**config.mk**
```make
export PLATFORM = sky130hd
export DESIGN_NAME = speech_turn_end_detector_top
export DESIGN_NICKNAME = d
export VERILOG_FILES = /design/src/rtl/stedt_pkg.sv /design/src/rtl/speech_turn_end_detector_top.sv
export SDC_FILE = /design/constraint.sdc
export NUM_CORES = 1
export LEC_CHECK = 0
export BUFFER_PORTS_ARGS = -buffer_cell sky130_fd_sc_hd__buf_2
export CORE_ASPECT_RATIO = 1.5
export CORE_MARGIN = 1
export CORE_UTILIZATION = 45
export DETAILED_ROUTE_END_ITERATION = 8
export PLACE_DENSITY = 0.7
export SLEW_MARGIN = 20
export SYNTH_ARGS = -nofsm -noshare
export SYNTH_HDL_FRONTEND = slang
export SYNTH_SLANG_ARGS = --single-unit
```
**constraint.sdc**
```tcl
create_clock -name clk -period 10.2 [get_ports clk]
set_input_delay 0.51 -clock clk [delete_from_list [all_inputs] [get_ports clk]]
set_output_delay 0.51 -clock clk [all_outputs]
set_load 0.05 [all_outputs]
```
**src/rtl/stedt_pkg.sv**
```systemverilog
`timescale 1ns / 1ps
// ----------------------------------------------------------------------------
// stedt_pkg
// Types and constants shared by the speech turn end detector.
// ----------------------------------------------------------------------------
package stedt_pkg;

  typedef enum logic [1:0] {
    ST_IDLE    = 2'd0,
    ST_SPEECH  = 2'd1,
    ST_SILENCE = 2'd2
  } turn_state_t;

  localparam logic [1:0] CFG_MIN_UTT  = 2'd0;
  localparam logic [1:0] CFG_SIL_BASE = 2'd1;
  localparam logic [1:0] CFG_SIL_EXT  = 2'd2;
  localparam logic [1:0] CFG_TURN_THR = 2'd3;

  localparam logic [15:0] MIN_UTT_RST  = 16'd300;
  localparam logic [15:0] SIL_BASE_RST = 16'd1000;
  localparam logic [15:0] SIL_EXT_RST  = 16'd2000;
  localparam logic [10:0] TURN_THR_RST = 11'd512;

  // Q0.10 breakpoints: 0.2 as 5p vs 1024, 0.5 as p vs 512
  localparam logic [12:0] P_LOW_X5  = 13'd1024;
  localparam logic [9:0]  P_HIGH    = 10'd512;

  typedef struct packed {
    logic [1:0]  vad_code;
    logic        vad_failed;
    logic [9:0]  turn_prob;
    logic        turn_failed;
    logic        buffer_empty;
    logic [31:0] now_ms;
  } stedt_in_t;

  typedef struct packed {
    logic [1:0]  state_after;
    logic        talk_start;
    logic        talk_end;
    logic        backchannel;
    logic        turn_done;
    logic        by_timeout;
    logic [31:0] event_ms;
  } stedt_out_t;

endpackage

```
**src/rtl/speech_turn_end_detector_top.sv**
```systemverilog
`timescale 1ns / 1ps
// ----------------------------------------------------------------------------
// speech_turn_end_detector_top
// Tracks idle/speech/silence per voice activity chunk and flags speech start,
// speech end, backchannel and turn completion by probability or timeout.
// ----------------------------------------------------------------------------
// Pipeline: input register, then result register; state updates as the item
//   enters the result register.
// Throughput: one request per cycle while the result side does not stall; set by the single decision stage.
// Reset: synchronous, active low; clears state to idle, start times to zero,
//   registers to their defaults and both valid flags.
module speech_turn_end_detector_top
  import stedt_pkg::*;
#(
  parameter int TIME_BITS = 32
) (
  input  logic        clk,
  input  logic        rst_n,
  input  logic        in_valid,
  output logic        in_stall,
  input  stedt_in_t   in_data,
  output logic        out_valid,
  input  logic        out_stall,
  output stedt_out_t  out_data,
  input  logic        cfg_we,
  input  logic [1:0]  cfg_idx,
  input  logic [15:0] cfg_wdata
);

  localparam int XW = TIME_BITS + 1;

  logic [15:0] min_utt_r;
  logic [15:0] sil_base_r;
  logic [15:0] sil_ext_r;
  logic [10:0] turn_thr_r;

  logic        s1_valid_r;
  stedt_in_t   s1_data_r;
  logic        out_valid_r;
  stedt_out_t  out_data_r;
  stedt_out_t  out_data_nxt;

  turn_state_t          state_r, state_nxt;
  logic [TIME_BITS-1:0] sp_start_r, sp_start_nxt;
  logic [TIME_BITS-1:0] sil_start_r, sil_start_nxt;

  logic out_free;
  logic adv;

  assign out_free  = !out_valid_r || !out_stall;
  assign adv       = s1_valid_r && out_free;
  assign in_stall  = s1_valid_r && !out_free;
  assign out_valid = out_valid_r;
  assign out_data  = out_data_r;

  // config
  always_ff @(posedge clk) begin
    if (!rst_n) begin
      min_utt_r  <= MIN_UTT_RST;
      sil_base_r <= SIL_BASE_RST;
      sil_ext_r  <= SIL_EXT_RST;
      turn_thr_r <= TURN_THR_RST;
    end else if (cfg_we) begin
      case (cfg_idx)
        CFG_MIN_UTT:  min_utt_r  <= cfg_wdata;
        CFG_SIL_BASE: sil_base_r <= cfg_wdata;
        CFG_SIL_EXT:  sil_ext_r  <= cfg_wdata;
        CFG_TURN_THR: turn_thr_r <= cfg_wdata[10:0];
        default: ;
      endcase
    end
  end

  // input register
  always_ff @(posedge clk) begin
    if (!rst_n) begin
      s1_valid_r <= 1'b0;
    end else if (!in_stall) begin
      s1_valid_r <= in_valid;
    end
  end

  always_ff @(posedge clk) begin
    if (in_valid && !in_stall) begin
      s1_data_r <= in_data;
    end
  end

  // decode
  logic [TIME_BITS-1:0] now_w;
  logic [1:0]           v;
  logic [9:0]           p;
  logic                 cur_speech, cur_silence, cur_idle;

  assign now_w       = TIME_BITS'(s1_data_r.now_ms);
  assign v           = s1_data_r.vad_code;
  assign p           = s1_data_r.turn_prob;
  assign cur_idle    = (state_r == ST_IDLE);
  assign cur_speech  = (state_r == ST_SPEECH);
  assign cur_silence = (state_r == ST_SILENCE);

  // durations
  logic [TIME_BITS-1:0] dur;
  logic [TIME_BITS-1:0] sil;
  logic                 too_short;

  assign dur       = now_w - sp_start_r;
  assign sil       = cur_speech ? '0 : (now_w - sil_start_r);
  assign too_short = dur < TIME_BITS'(min_utt_r);

  // timeout compare, interpolation without a divider:
  // ext >= base: sil >= ext - floor(prod/1536)  <=>  prod >= (ext - sil) * 1536
  // ext <  base: sil >= ext + floor(prod/1536)  <=>  (sil - ext + 1) * 1536 > prod
  logic [12:0] five_p;
  logic        p_low, p_high;
  logic [10:0] frac;
  logic        ext_ge_base;
  logic [15:0] span;
  logic [26:0] prod;
  logic [XW-1:0] sil_x, ext_x, base_x, diff_x;
  logic        sil_ge_ext, sil_ge_base;
  logic [15:0] d_dn;
  logic [26:0] d_dn_sc;
  logic [16:0] e_up;
  logic [27:0] e_up_sc;
  logic        reached_dn, reached_up, reached;
  logic        complete;

  assign five_p      = 13'(p) + 13'({p, 2'b00});
  assign p_low       = five_p < P_LOW_X5;
  assign p_high      = p >= P_HIGH;
  assign frac        = 11'(five_p - P_LOW_X5);
  assign ext_ge_base = sil_ext_r >= sil_base_r;
  assign span        = ext_ge_base ? (sil_ext_r - sil_base_r) : (sil_base_r - sil_ext_r);
  assign prod        = 27'(frac) * 27'(span);

  assign sil_x       = XW'(sil);
  assign ext_x       = XW'(sil_ext_r);
  assign base_x      = XW'(sil_base_r);
  assign sil_ge_ext  = sil_x >= ext_x;
  assign sil_ge_base = sil_x >= base_x;
  assign diff_x      = sil_x - ext_x;

  assign d_dn        = sil_ext_r - sil[15:0];
  assign d_dn_sc     = 27'({d_dn, 10'b0}) + 27'({d_dn, 9'b0});
  assign reached_dn  = sil_ge_ext || (prod >= d_dn_sc);

  assign e_up        = 17'(diff_x[15:0]) + 17'd1;
  assign e_up_sc     = 28'({e_up, 10'b0}) + 28'({e_up, 9'b0});
  assign reached_up  = sil_ge_ext &&
                       ((diff_x >= XW'(17'h10000)) || (e_up_sc > 28'(prod)));

  always_comb begin
    if (p_low) begin
      reached = sil_ge_ext;
    end else if (p_high) begin
      reached = sil_ge_base;
    end else if (ext_ge_base) begin
      reached = reached_dn;
    end else begin
      reached = reached_up;
    end
  end

  assign complete = {1'b0, p} >= turn_thr_r;

  // transition conditions
  logic go_start, go_end, go_back, go_eval, go_abort, go_done, go_resume, hit;

  assign go_start  = !s1_data_r.vad_failed && cur_idle && (v == ST_SPEECH);
  assign go_end    = !s1_data_r.vad_failed && (cur_speech || cur_silence) &&
                     (v == ST_IDLE);
  assign go_back   = go_end && cur_speech && too_short;
  assign go_eval   = go_end && !go_back;
  assign go_abort  = s1_data_r.buffer_empty || s1_data_r.turn_failed;
  assign hit       = complete || reached;
  assign go_done   = go_eval && !go_abort && hit;
  assign go_resume = !s1_data_r.vad_failed && cur_silence && (v == ST_SPEECH);

  // next state
  always_comb begin
    state_nxt     = state_r;
    sp_start_nxt  = sp_start_r;
    sil_start_nxt = sil_start_r;
    if (go_start) begin
      state_nxt    = ST_SPEECH;
      sp_start_nxt = now_w;
    end else if (go_end) begin
      if (cur_speech) begin
        sil_start_nxt = now_w;
      end
      if (go_back || (go_eval && (go_abort || hit))) begin
        state_nxt = ST_IDLE;
      end else begin
        state_nxt = ST_SILENCE;
      end
    end else if (go_resume) begin
      state_nxt = ST_SPEECH;
    end
    if (!s1_data_r.vad_failed && (v == ST_SILENCE) && (state_nxt == ST_SPEECH)) begin
      state_nxt = ST_SILENCE;
    end
  end

  // outputs
  always_comb begin
    out_data_nxt             = '0;
    out_data_nxt.state_after = state_nxt;
    out_data_nxt.talk_start  = go_start;
    out_data_nxt.talk_end    = go_eval && cur_speech;
    out_data_nxt.backchannel = go_back;
    out_data_nxt.turn_done   = go_done;
    out_data_nxt.by_timeout  = go_done && reached && !complete;
    if (go_start || (go_end && cur_speech) || go_done) begin
      out_data_nxt.event_ms = 32'(now_w);
    end
  end

  always_ff @(posedge clk) begin
    if (!rst_n) begin
      state_r     <= ST_IDLE;
      sp_start_r  <= '0;
      sil_start_r <= '0;
      out_valid_r <= 1'b0;
    end else begin
      if (adv) begin
        state_r     <= state_nxt;
        sp_start_r  <= sp_start_nxt;
        sil_start_r <= sil_start_nxt;
      end
      if (out_free) begin
        out_valid_r <= s1_valid_r;
      end
    end
  end

  always_ff @(posedge clk) begin
    if (adv) begin
      out_data_r <= out_data_nxt;
    end
  end

  // checks
  a_done_idle: assert property (@(posedge clk) disable iff (!rst_n)
    out_valid_r && out_data_r.turn_done |-> out_data_r.state_after == ST_IDLE)
    else $error("turn_done with state not idle");

  a_timeout_done: assert property (@(posedge clk) disable iff (!rst_n)
    out_valid_r && out_data_r.by_timeout |-> out_data_r.turn_done)
    else $error("by_timeout without turn_done");

  a_back_excl: assert property (@(posedge clk) disable iff (!rst_n)
    out_valid_r && out_data_r.backchannel |->
      !out_data_r.talk_end && !out_data_r.turn_done &&
      out_data_r.state_after == ST_IDLE)
    else $error("backchannel mixed with other events");

  a_state_hold: assert property (@(posedge clk) disable iff (!rst_n)
    !adv |=> $stable(state_r))
    else $error("state changed without an item");

endmodule

```
# --- Word-level counts from Yosys, hierarchy flattened ---
# Index checks and enable logic that the tools add are counted.
totals:
  reg_bits: 213
  latch_bits: 0
  mem_bits_rw: 0
  mem_bits_ro: 0
  in_bits: 70
  output_inout_bits: 41
  mem_count: 0
op_classes:
  add_sub_neg: 11
  multipliers: 1
  div: 0
  n_lt_le_gt_ge: 10
  eq_ne: 8
  n_shift: 0
  mux: 10
  bitwise: 1
  n_reduce_logical: 48
op_table:
  columns: ["op", "count"]
  rows:
  - ["greater-or-equal comparator 32 x 16 -> 1 bit", 2]
  - ["subtractor 32 bit", 2]
  - ["subtractor 16 bit", 3]
  - ["greater-or-equal comparator 33 x 17 -> 1 bit (second input constant)", 1]
  - ["subtractor 32 x 16 -> 33 bit", 1]
  - ["less-than comparator 32 x 16 -> 1 bit", 1]
  - ["2-to-1 mux 32 bit", 1]
  - ["adder 27 x 26 -> 28 bit", 1]
  - ["> comparator 28 x 27 -> 1 bit", 1]
  - ["adder 26 x 25 -> 27 bit", 1]
  - ["greater-or-equal comparator 27 bit", 1]
  - ["multiplier 11 x 16 -> 27 bit", 1]
  - ["logical AND 1 bit", 21]
  - ["adder 16 x 1 -> 17 bit (second input constant)", 1]
  - ["greater-or-equal comparator 16 bit", 1]
  - ["2-to-1 mux 16 bit", 1]
  - ["adder 10 x 12 -> 13 bit", 1]
  - ["less-than comparator 13 x 11 -> 1 bit (second input constant)", 1]
  - ["greater-or-equal comparator 10 x 11 -> 1 bit", 1]
  - ["subtractor 11 bit (second input constant)", 1]
  - ["greater-or-equal comparator 10 bit (second input constant)", 1]
  - ["logical OR 1 bit", 10]
  - ["2-to-1 mux 2 bit", 5]
  - ["AND reduction 2 bit", 5]
  - ["other kinds (7)", 24]

# --- Depth between registers and ports, before layout ---
# Gate-level depths: netlist of the first run.
logic_depth:
  ltp_word: 21
  mapped_depth: 51
  depth_no_buf: 47

# --- Worst setup path before layout of the first run ---
# Ideal clock, no wire load.
synth_path:
  kind: "register -> register"
  start: "reg sil_base_r[11]"
  end: "reg out_data_r, in the netlist out_data[10] (data pin)"
  arrival_ns: 10.754
  t_required_ns: 9.945
  path_slack_ns: -0.809
  path_stages_with_launch: 47
  path_cell_list: "dfxtp_1 -> inv_1 -> ha_1 -> clkbuf_1 -> a211o_1 -> nor4_1 -> o21ai_1 -> o31ai_2 -> buf_2 -> buf_1 -> mux2i_1 -> o21ai_0 -> a221oi_1 -> xnor2_1 -> clkbuf_1 -> nand2_1 -> fa_1 -> fa_1 -> [11 not listed] -> nor2b_1 -> o21a_1 -> nor2_1 -> o21bai_1 -> a21oi_1 -> xor2_1 -> ha_1 -> nand4_1 -> nor2_1 -> nand4_1 -> or4_1 -> or4_4 -> and3_1 -> a31o_1 -> o41ai_4 -> nand4_4 -> buf_6 -> and3_1"
synth_via:
  elab_chain_len: 12
  elab_cells_between_ends: 17
  classes_between: "2 x add/sub; 1 x mul; 4 x order compare; 4 x mux; 6 x reduce/logical"
synth_lines:
  columns: ["element", "line_no", "rtl"]
  rows:
  - ["from (decl)", "speech_turn_end_detector_top.sv:33", "logic [15:0] sil_base_r;"]
  - ["from (signal assigned)", "speech_turn_end_detector_top.sv:66", "CFG_SIL_BASE: sil_base_r <= cfg_wdata;"]
  - ["subtractor 16 bit / greater-or-equal comparator 16 bit (equally long branches)", "speech_turn_end_detector_top.sv:134, speech_turn_end_detector_top.sv:133", null]
  - ["2-to-1 mux 16 bit", "speech_turn_end_detector_top.sv:134", "assign span = ext_ge_base ? (sil_ext_r - sil_base_r) : (sil_base_r - sil_ext_r);"]
  - ["multiplier 11 x 16 -> 27 bit", "speech_turn_end_detector_top.sv:135", "assign prod = 27'(frac) * 27'(span);"]
  - ["> comparator 28 x 27 -> 1 bit", "speech_turn_end_detector_top.sv:151", "((diff_x >= XW'(17'h10000)) || (e_up_sc > 28'(prod)));"]
  - ["logical OR 1 bit", "speech_turn_end_detector_top.sv:151", null]
  - ["logical AND 1 bit", "speech_turn_end_detector_top.sv:150", "assign reached_up = sil_ge_ext &&"]
  - ["2-to-1 mux 1 bit", "speech_turn_end_detector_top.sv:158", "end else if (ext_ge_base) begin"]
  - ["2-to-1 mux 1 bit *", "speech_turn_end_detector_top.sv:156", "end else if (p_high) begin"]
  - ["2-to-1 mux 1 bit *", "speech_turn_end_detector_top.sv:154", "if (p_low) begin"]
  - ["logical OR 1 bit *", "speech_turn_end_detector_top.sv:176", "assign hit = complete || reached;"]
  - ["logical AND 1 bit *", "speech_turn_end_detector_top.sv:177", "assign go_done = go_eval && !go_abort && hit;"]
  - ["logical OR 1 bit *", "speech_turn_end_detector_top.sv:214", "if (go_start || (go_end && cur_speech) || go_done) begin"]
  - ["to (signal assigned)", "speech_turn_end_detector_top.sv:239", "out_data_r <= out_data_nxt;"]
  - ["to (decl)", "speech_turn_end_detector_top.sv:40", "stedt_out_t out_data_r;"]
# Every way passes the cells marked *; elsewhere a longest branch is shown, timed or not.
# A chain may end at the register's enable or synchronous reset.

# --- Worst setup path after layout of the first run ---
layout_path:
  start: "reg sil_ext_r[0]"
  end: "reg out_data_r, in the netlist out_data[11] (data pin)"
layout_via:
  elab_chain_len: 12
  elab_cells_between_ends: 23
  classes_between: "7 x add/sub; 1 x mul; 5 x order compare; 4 x mux; 6 x reduce/logical"
layout_lines:
  columns: ["element", "line_no", "rtl"]
  rows:
  - ["from (decl)", "speech_turn_end_detector_top.sv:34", "logic [15:0] sil_ext_r;"]
  - ["from (signal assigned)", "speech_turn_end_detector_top.sv:67", "CFG_SIL_EXT: sil_ext_r <= cfg_wdata;"]
  - ["subtractor 32 x 16 -> 33 bit (tied with other cells)", "speech_turn_end_detector_top.sv:142", "assign diff_x = sil_x - ext_x;"]
  - ["adder 16 x 1 -> 17 bit / 2-to-1 mux 16 bit (equally long branches)", "speech_turn_end_detector_top.sv:148, speech_turn_end_detector_top.sv:134", null]
  - ["adder 27 x 26 -> 28 bit / multiplier 11 x 16 -> 27 bit (equally long branches)", "speech_turn_end_detector_top.sv:149, speech_turn_end_detector_top.sv:135", null]
  - ["> comparator 28 x 27 -> 1 bit", "speech_turn_end_detector_top.sv:151", null]
  - ["logical OR 1 bit", "speech_turn_end_detector_top.sv:151", null]
  - ["logical AND 1 bit", "speech_turn_end_detector_top.sv:150", null]
  - ["2-to-1 mux 1 bit", "speech_turn_end_detector_top.sv:158", null]
  - ["2-to-1 mux 1 bit", "speech_turn_end_detector_top.sv:156", null]
  - ["2-to-1 mux 1 bit *", "speech_turn_end_detector_top.sv:154", null]
  - ["logical OR 1 bit *", "speech_turn_end_detector_top.sv:176", null]
  - ["logical AND 1 bit *", "speech_turn_end_detector_top.sv:177", null]
  - ["logical OR 1 bit *", "speech_turn_end_detector_top.sv:214", null]
# Marks and branches as above.

==> impl.org, run 1 <==
** Global routing
- The initial antenna violation count was 0.
- After global routing the overflow that remains totals 0.
- The first global-routing pass estimated 109 mm of wire.
- Maximum number of pins on one net before global-route repair :: between 90 and 100
- Across every metal layer, demand over resource in global routing totals 25.1%.
- The number of global-route vias before repair came to 21,700.

** Finish
- Diodes inserted :: 0
- Area of all placed cells without fillers :: 0.0281 mm^2
- Relative to the synthesized area, the layout overhead comes to 17.0%.
- Leading cell type in the layout, fill and taps excluded :: sky130_fd_sc_hd__nand2_1
- The final layout contains between 3,000 and 4,000 nets.
- Of the cells placed in the final design, the portion with a size suffix greater than 1 is 16.5%.
- Highest-count cells in the layout ignoring fill and taps :: sky130_fd_sc_hd__nand2_1 (427), sky130_fd_sc_hd__inv_1 (365), sky130_fd_sc_hd__ha_1 (291)

** Synthesis
- The synthesized netlist contains between 100 and 150 unique library cells.
- Flip-flop and latch count after synthesis :: 213
- Fraction of synthesized cell area taken by the top area cell type :: about 16%
- Synth async-reset ratio :: 0%
- During synthesis, Yosys emitted a total of 0 warnings.
- The synthesized design contains 86 enable-type register cells.
- Mapped Cells :: 2,897
- Of all cell types, the one taking the most synthesized area is sky130_fd_sc_hd__ha_1.
- Synthesis produced a netlist with a net count of between 3,000 and 4,000.
- For this run, the leading register cell type out of synthesis is sky130_fd_sc_hd__dfxtp_1.
- Summing every instance area after synthesis gives roughly 0.024 mm^2.
- Top cells by area in the synthesized netlist :: sky130_fd_sc_hd__ha_1 (16%), sky130_fd_sc_hd__fa_1 (11%), sky130_fd_sc_hd__edfxtp_1 (11%)
- Mean post-synth cell area :: 8.30 um^2
- Sequential area share after synthesis :: 21.3%

** Timing
- Hold timing on the final database bottoms out at a slack of approximately 0.15 ns.
- Based on the critical path, the design can be clocked at up to 0.0950 GHz.
- Post-Route Skew :: approximately 0.014 ns
- For the pin with the worst max-slew slack, the measured transition is 1.09 ns.
- In the post-route analysis, the smallest setup slack over all paths is -0.328 ns.
- Setup violation total in the final timing report :: 33
- After layout, the minimum clock period comes to 10.53 ns.
- The number of failing hold endpoints at the final stage is 0.
- Final cycle utilization of the critical path :: 103%
- The worst pin sits at a relative slew slack of 25.2%.
- Adding up every negative setup slack in the final design gives -9.50 ns.
- The number of max-slew violations in the final report came to 0.
- RSZ-0062 raised after global routing :: yes

** Clock network
- Clock latency at the later pin of the worst-skew pair :: 0.54 ns
- Clock sinks :: ~210
- Max Buffers Root-to-Sink :: 3
- H-Tree Depth :: 1
- The tree is rooted in a sky130_fd_sc_hd__clkbuf_16.
- TritonCTS clock tree :: done
- CTS Hold Bufs :: 0
- Number of buffers inserted during clock tree synthesis :: 21
- Register clock-pin slew on the reported worst setup and hold paths :: 0.07 ns

** Floorplan
- The floorplan step defined a core boundary enclosing 0.0527 mm^2.
- Effective utilization at floorplan :: 45.6%
- The floorplan has ~100 rows.
- For this design the top-level I/O count stands at 111.
- The die is 285 um tall.
- Area enclosed by the die boundary :: ~0.054 mm^2
- Die Width :: 191 um

** Placement
- Detail Placement HPWL :: 54.2 mm
- At the end of routability-driven placement, the weighted congestion stood at 0.982.
- Placed standard-cell area :: approximately 0.026 mm^2
- # port buffers :: 110

** Critical path
- For this run, the slowest stage of the critical path takes 0.55 ns.
- The critical path is of the register to register type.
- Together, buffers and inverters on the worst path number 12.
- At the worst endpoint, the required time is about 10 ns.
- Slowest stage cell on the critical path :: sky130_fd_sc_hd__fa_1
- Along the worst path, the maximum fanout reaches 8.
- STA classifies the critical path startpoint as a register.
- In this design, the critical path's most frequently occurring cell is sky130_fd_sc_hd__fa_1.
- Cell family contributing the most delay on the critical path :: adder cells
- Minimum setup slack among reg-to-reg paths :: -0.33 ns
- Type of destination of the critical path :: register
- Data on the critical path arrives at its endpoint at 10.81 ns.

** Drt
- Detailed routing placed a total of 1.99 mm of wire on met3.
- Vias per Instance :: approximately 5.5
- Metal1 wirelength :: about 24 mm
- Drt pass-1 iters :: 5
- Antenna-violating nets left :: 0
- Summed over all nets, wire length on met2 after detailed routing comes to between 30 and 40 mm.
- The routed layout has 21,000 vias.
- Routed wirelength normalized by instance count :: 17.5 um
- Number of DRC violations after detailed routing :: 0
- Wire length reported by the detailed router :: 67.0 mm
- The detailed router finished its first iteration with between 900 and 1,000 violations.
- In this run the top signal layer used is met4.

** Hold path
- Type of the worst min-delay path :: input pin to register

** Run
- Maximum Capacitance Violations :: 0

** Status
- Failing checks :: setup timing
- The run finished, with violations left.
through the flow:
stage / std cells / setup WS, ns / util [%]
3_5_place_dp: 3765 / -0.550 / 50.2
3_3_place_gp: 3765 / -0.321 / 50.2
2_1_floorplan: 2897 / 0.0332 / -
4_1_cts: 3836 / -0.212 / 52.9
5_1_grt: 3839 / -0.719 / 53.4
6_report: 3839 / -0.328 / 53.4
final timing paths:
| check | start | to | depth (start not counted) |
|---|---|---|---|
| min reg2reg | sp_start_r[1]$_SDFFE_PN0P_ | sp_start_r[1]$_SDFFE_PN0P_ | 2 |
| min | in_data[8] | now_w[8]$_DFFE_PP_ | 1 |
| max | sil_ext_r[0]$_SDFFE_PN0P_ | out_data[11]$_SDFFCE_PN0P_ | 48 |
| max reg2reg | sil_ext_r[0]$_SDFFE_PN0P_ | out_data[11]$_SDFFCE_PN0P_ | 48 |
cells in the mapped netlist (5+ instances only):
cell,count
sky130_fd_sc_hd__nand2_1,430
sky130_fd_sc_hd__inv_1,382
sky130_fd_sc_hd__ha_1,308
sky130_fd_sc_hd__a21oi_1,156
sky130_fd_sc_hd__fa_1,134
sky130_fd_sc_hd__dfxtp_1,127
sky130_fd_sc_hd__nor2_1,123
sky130_fd_sc_hd__a21boi_0,112
sky130_fd_sc_hd__xnor2_1,106
sky130_fd_sc_hd__clkbuf_1,91
sky130_fd_sc_hd__o21ai_0,91
sky130_fd_sc_hd__edfxtp_1,86
sky130_fd_sc_hd__and2_1,81
sky130_fd_sc_hd__a21o_1,54
sky130_fd_sc_hd__and3_1,47
sky130_fd_sc_hd__xor2_1,47
sky130_fd_sc_hd__nand3_1,39
sky130_fd_sc_hd__o211ai_1,35
sky130_fd_sc_hd__nor3_1,33
sky130_fd_sc_hd__o21a_1,29
sky130_fd_sc_hd__nor2b_1,28
sky130_fd_sc_hd__nand4_1,27
sky130_fd_sc_hd__nand2b_1,26
sky130_fd_sc_hd__a31oi_1,23
sky130_fd_sc_hd__o21bai_1,23
sky130_fd_sc_hd__a211oi_1,20
sky130_fd_sc_hd__mux2i_1,17
sky130_fd_sc_hd__or3_1,13
sky130_fd_sc_hd__nor4_1,12
sky130_fd_sc_hd__o2111ai_1,12
sky130_fd_sc_hd__o31ai_1,12
sky130_fd_sc_hd__or2_2,10
sky130_fd_sc_hd__a2111oi_0,8
sky130_fd_sc_hd__a41oi_1,7
sky130_fd_sc_hd__buf_2,7
sky130_fd_sc_hd__mux2_2,7
sky130_fd_sc_hd__o21ai_1,6
sky130_fd_sc_hd__buf_6,5
sky130_fd_sc_hd__nand3b_1,5
sky130_fd_sc_hd__nor3b_1,5
sky130_fd_sc_hd__o221ai_1,5
sky130_fd_sc_hd__o22ai_1,5
sky130_fd_sc_hd__o31a_1,5
routing by layer:
metal | up-vias | global-route usage, %
met5 | - | 0
met4 | 0 | 14.9
met3 | 213 | 1.85
met2 | 498 | 49.3
met1 | 9988 | 25.1
li1 | 10300 | -
sequential cells by signal, summed over array words and instances (netlist names):
name         count
sp_start_r      32
min_utt_r       16
state_r          2
p               10
out_data        39
v                2
sil_ext_r       16
sil_start_r     32
s1_data_r        3
out_valid        1
turn_thr_r      11
s1_valid_r       1
now_w           32
sil_base_r      16
cells by family after synthesis:
logic type	share of synthesized area, %
AND/OR/NAND/NOR	18.2
AO/OA/AOI/OAI	18.6
buffers and inverters	8.02
adder cells (fa/ha/maj)	27.2
flip-flops	21.3
XOR/XNOR	5.57
multiplexers	1.08
final cells by class:
cell class                      count  area [um^2]
Fill cell                        4837        24600
Multi-Input combinational cell   2191        17700
Sequential cell                   213         5130
Timing Repair Buffer              332         2350
Inverter                          383         1440
Tap cell                          682          853
Clock buffer                       22          529
Clock inverter                     16          181
worst register-to-register path: cells and delay by family, from the launching register on:
family	cells	cell delay, ns
multiplexers	1	0.22
XOR/XNOR	2	0.26
adder cells (fa/ha/maj)	9	3.72
flip-flops	1	0.32
AND/OR/NAND/NOR	11	1.93
AO/OA/AOI/OAI	13	2.46
buffers and inverters	12	1.40
repair_timing:
item,CTS,global route
gates cloned,2,1
resized for setup,77,33
setup endpoints to repair,36,36
buffers inserted,31,4
pin swaps,33,11
Power of run 1 is not shown: default switching activity piles up to over one toggle a cycle in this logic, so the estimate is an artifact.
==> run 2, diff against run 1 <==
--- a/config.mk
+++ b/config.mk
@@ -10,6 +10,7 @@
 export CORE_MARGIN = 1
 export CORE_UTILIZATION = 45
 export DETAILED_ROUTE_END_ITERATION = 8
+export MAX_ROUTING_LAYER = met4
 export PLACE_DENSITY = 0.7
 export SLEW_MARGIN = 20
 export SYNTH_ARGS = -nofsm -noshare
==> impl.org, run 2 (synthesis gave the netlist of run 1 again) <==
** Status
- The run finished, with violations left.
- The checks that failed: setup timing.

** Global routing
- The pin count of the biggest net entering global routing is 100 (+2.0%).
- Total track usage :: 25.8% (+0.75 points)
- The sum of overflow across all layers after global routing came to 0 (unchanged).
- The number of global-route vias before repair came to 21,900 (+0.61%).
- Initial antenna violation count :: 0 (unchanged)
- First-pass GRT wire length :: 109 mm (unchanged)

** Timing
- The fmax was 0.0950 GHz (about the same).
- The final count of negative-setup-slack endpoints came to 32 (-3.0%).
- The clock period minus final worst setup slack is 10.53 ns (+0.00228 ns).
- Setup repair after global routing could not meet its margin everywhere.
- The smallest hold slack came to 0.160 ns (+0.0115 ns).
- The number of failing hold endpoints at the final stage is 0 (unchanged).
- Post-Route Skew :: 0.0149 ns (+0.00140 ns)
- Max Transition Viols Final :: 0 (unchanged)
- The worst max-slew margin expressed relative to the limit was 32.5% (+7.3 points).
- The slew of the pin with the lowest slew margin is 0.987 ns (-0.107 ns).
- The final worst setup slack came to -0.330 ns (-0.00228 ns).
- The post-route fraction of the period consumed by the critical path came to 103% (about the same).

** Clock network
- Max Buffers Root-to-Sink :: 3 (unchanged)
- Clock latency at the later pin of the worst-skew pair :: 0.53 ns (about the same)
- Register clock-pin slew on the reported worst setup and hold paths :: 0.06 ns (about the same)
- CTS Hold Bufs :: 0 (unchanged)
- H-Tree Depth :: 1 (unchanged)
- The number of clock buffers inserted by TritonCTS was 21 (unchanged).
- Cell chosen for the clock root :: sky130_fd_sc_hd__clkbuf_16
- TritonCTS built the clock tree.
- The sink count of the clock tree came to 213 (unchanged).

** Finish
- Final cell utilization of the core :: 53.7% (+0.35 points)
- Diodes inserted :: 0 (unchanged)
- The share of final-layout standard cells stronger than drive strength 1 came to 17.7% (+1.2 points).
- Total area of multi-input combinational cells :: 0.0179 mm^2 (+1.2%)
- The number of non-filler instances in the completed layout is 3,847 (+0.21%).
- Count of nets after finishing :: 3,662 (+0.22%)
- The sequential cell area was 0.00513 mm^2 (about the same).
- Relative to the synthesized area, the layout overhead comes to 17.8%.
- Leading cell type in the layout, fill and taps excluded :: sky130_fd_sc_hd__nand2_1
- Filler cell count in the final layout :: 4,868 (+0.64%)
- Highest-count cells in the layout ignoring fill and taps :: sky130_fd_sc_hd__nand2_1 (421), sky130_fd_sc_hd__inv_1 (363), sky130_fd_sc_hd__ha_1 (287)
- Number of flip-flops under the largest register name :: 39 (unchanged)

** Drt
- The violation count after the first detailed-route iteration came to 911 (-6.1%).
- The sum of routed wire segments on met1 was 24.5 mm (+1.3%).
- Met3 wire length :: 2.02 mm (+1.7%)
- Highest Signal Layer :: met4
- The detailed-route via count was 21,100 (+0.47%).
- Antenna-violating nets left :: 0 (unchanged)
- The number of detailed-routing iterations run before antenna repair was 5 (unchanged).
- Vias per Instance :: 5.49 (+0.26%)
- Number of DRC violations after detailed routing :: 0 (unchanged)
- The detailed-route wire length per cell is 17.6 um (+0.99%).
- The post-detailed-routing wire length was 67.9 mm (+1.2%).
- The wire length on met2 was 36.8 mm (+1.3%).

** Critical path
- Buffers plus inverters on the worst setup path :: 12 (unchanged)
- Type of the setup path with the least slack :: register to register
- Worst Path Required :: 10.48 ns (about the same)
- The slowest stage of the critical path is the sky130_fd_sc_hd__fa_1 cell.
- Type of destination of the critical path :: register
- Among the stages of the critical path, the cell type that occurs most often is sky130_fd_sc_hd__a21o_1.
- The maximum fanout along the worst path was 8 (unchanged).
- In this design, the largest share of critical-path delay is due to adder cells.
- The data arrival time of the critical path was 10.81 ns (about the same).
- Kind of launch point of the worst setup path :: register
- The peak per-stage delay on the critical path was 0.60 ns (+0.05 ns).

** Placement
- Detail Placement HPWL :: 54.5 mm (+0.60%)
- # port buffers :: 110 (unchanged)
- The number of placed instances, taps included came to 3,766 (+0.027%).
- Final RePlAce weighted congestion :: 0.983 (about the same)
- Placement Setup Slack :: -0.473 ns (+0.0770 ns)

** Hold path
- The worst hold path belongs to the class input pin to register.

** Run
- The number of violations of the max-capacitance limit was 0 (unchanged).

** Floorplan
- Area enclosed by the die boundary :: 0.0544 mm^2 (unchanged)
- I/O pin count :: 111 (unchanged)
- Effective utilization at floorplan :: 45.6% (unchanged)
- The width of the die came to 191 um (unchanged).
- The number of rows created at floorplan came to 103 (unchanged).
- Overall die height :: 285 um (unchanged)
- The placeable core region came to 0.0527 mm^2 (unchanged).
run 2: changes by cell type in the layout (fill, tap and decap cells not counted), sizes merged:
| cell | change |
|---|---|
| buf | +8 |
| clkinvlp | +2 |
| clkinv | -3 |
| inv | -4 |
| bufinv | -3 |
| clkbuf | +8 |
run 2: metal layers:
layer	vias to the layer above	GRT usage, %
met5	-	-
met4	0	14.6
met3	226	1.83
met2	476	49.7
met1	10100	24.9
li1	10400	-
run 2: worst paths after layout:
kind / start / endpoint / slack (ns) / depth (start not counted)
setup reg to reg: sil_ext_r[0]$_SDFFE_PN0P_ / out_data[22]$_SDFFCE_PN0P_ / -0.33 / 51
hold / removal: in_data[25] / now_w[25]$_DFFE_PP_ / 0.16 / 1
setup / recovery: sil_ext_r[0]$_SDFFE_PN0P_ / out_data[22]$_SDFFCE_PN0P_ / -0.33 / 51
hold reg to reg: turn_thr_r[6]$_SDFFE_PN0P_ / turn_thr_r[6]$_SDFFE_PN0P_ / 0.46 / 2
run 2: final cells by class:
cell class | instances | share of cell area, %
inverters | 383 | 5.09
flip-flops and latches | 213 | 18.1
multi-input cells | 2191 | 63.1
well taps | 682 | 3.01
clock inverters | 8 | 0.186
repair buffers | 340 | 8.47
clock buffers | 30 | 2.05
run 2: repair_timing:
item | CTS | global route
setup endpoints to repair | 36 | 36
buffers inserted | 29 | 15
gates cloned | 2 | 1
gates resized for setup | 38 | 119
pin swaps | 2 | 62
run 2: stage by stage:
step	TNS, ns	cell area [um^2]
floorplan	0	24200
global placement	-11.34	26500
detailed placement	-15.78	26500
CTS	-9.53	27600
global route	-26.32	28300
finish	-9.10	28300
Power of run 2 is left out for the same reason.
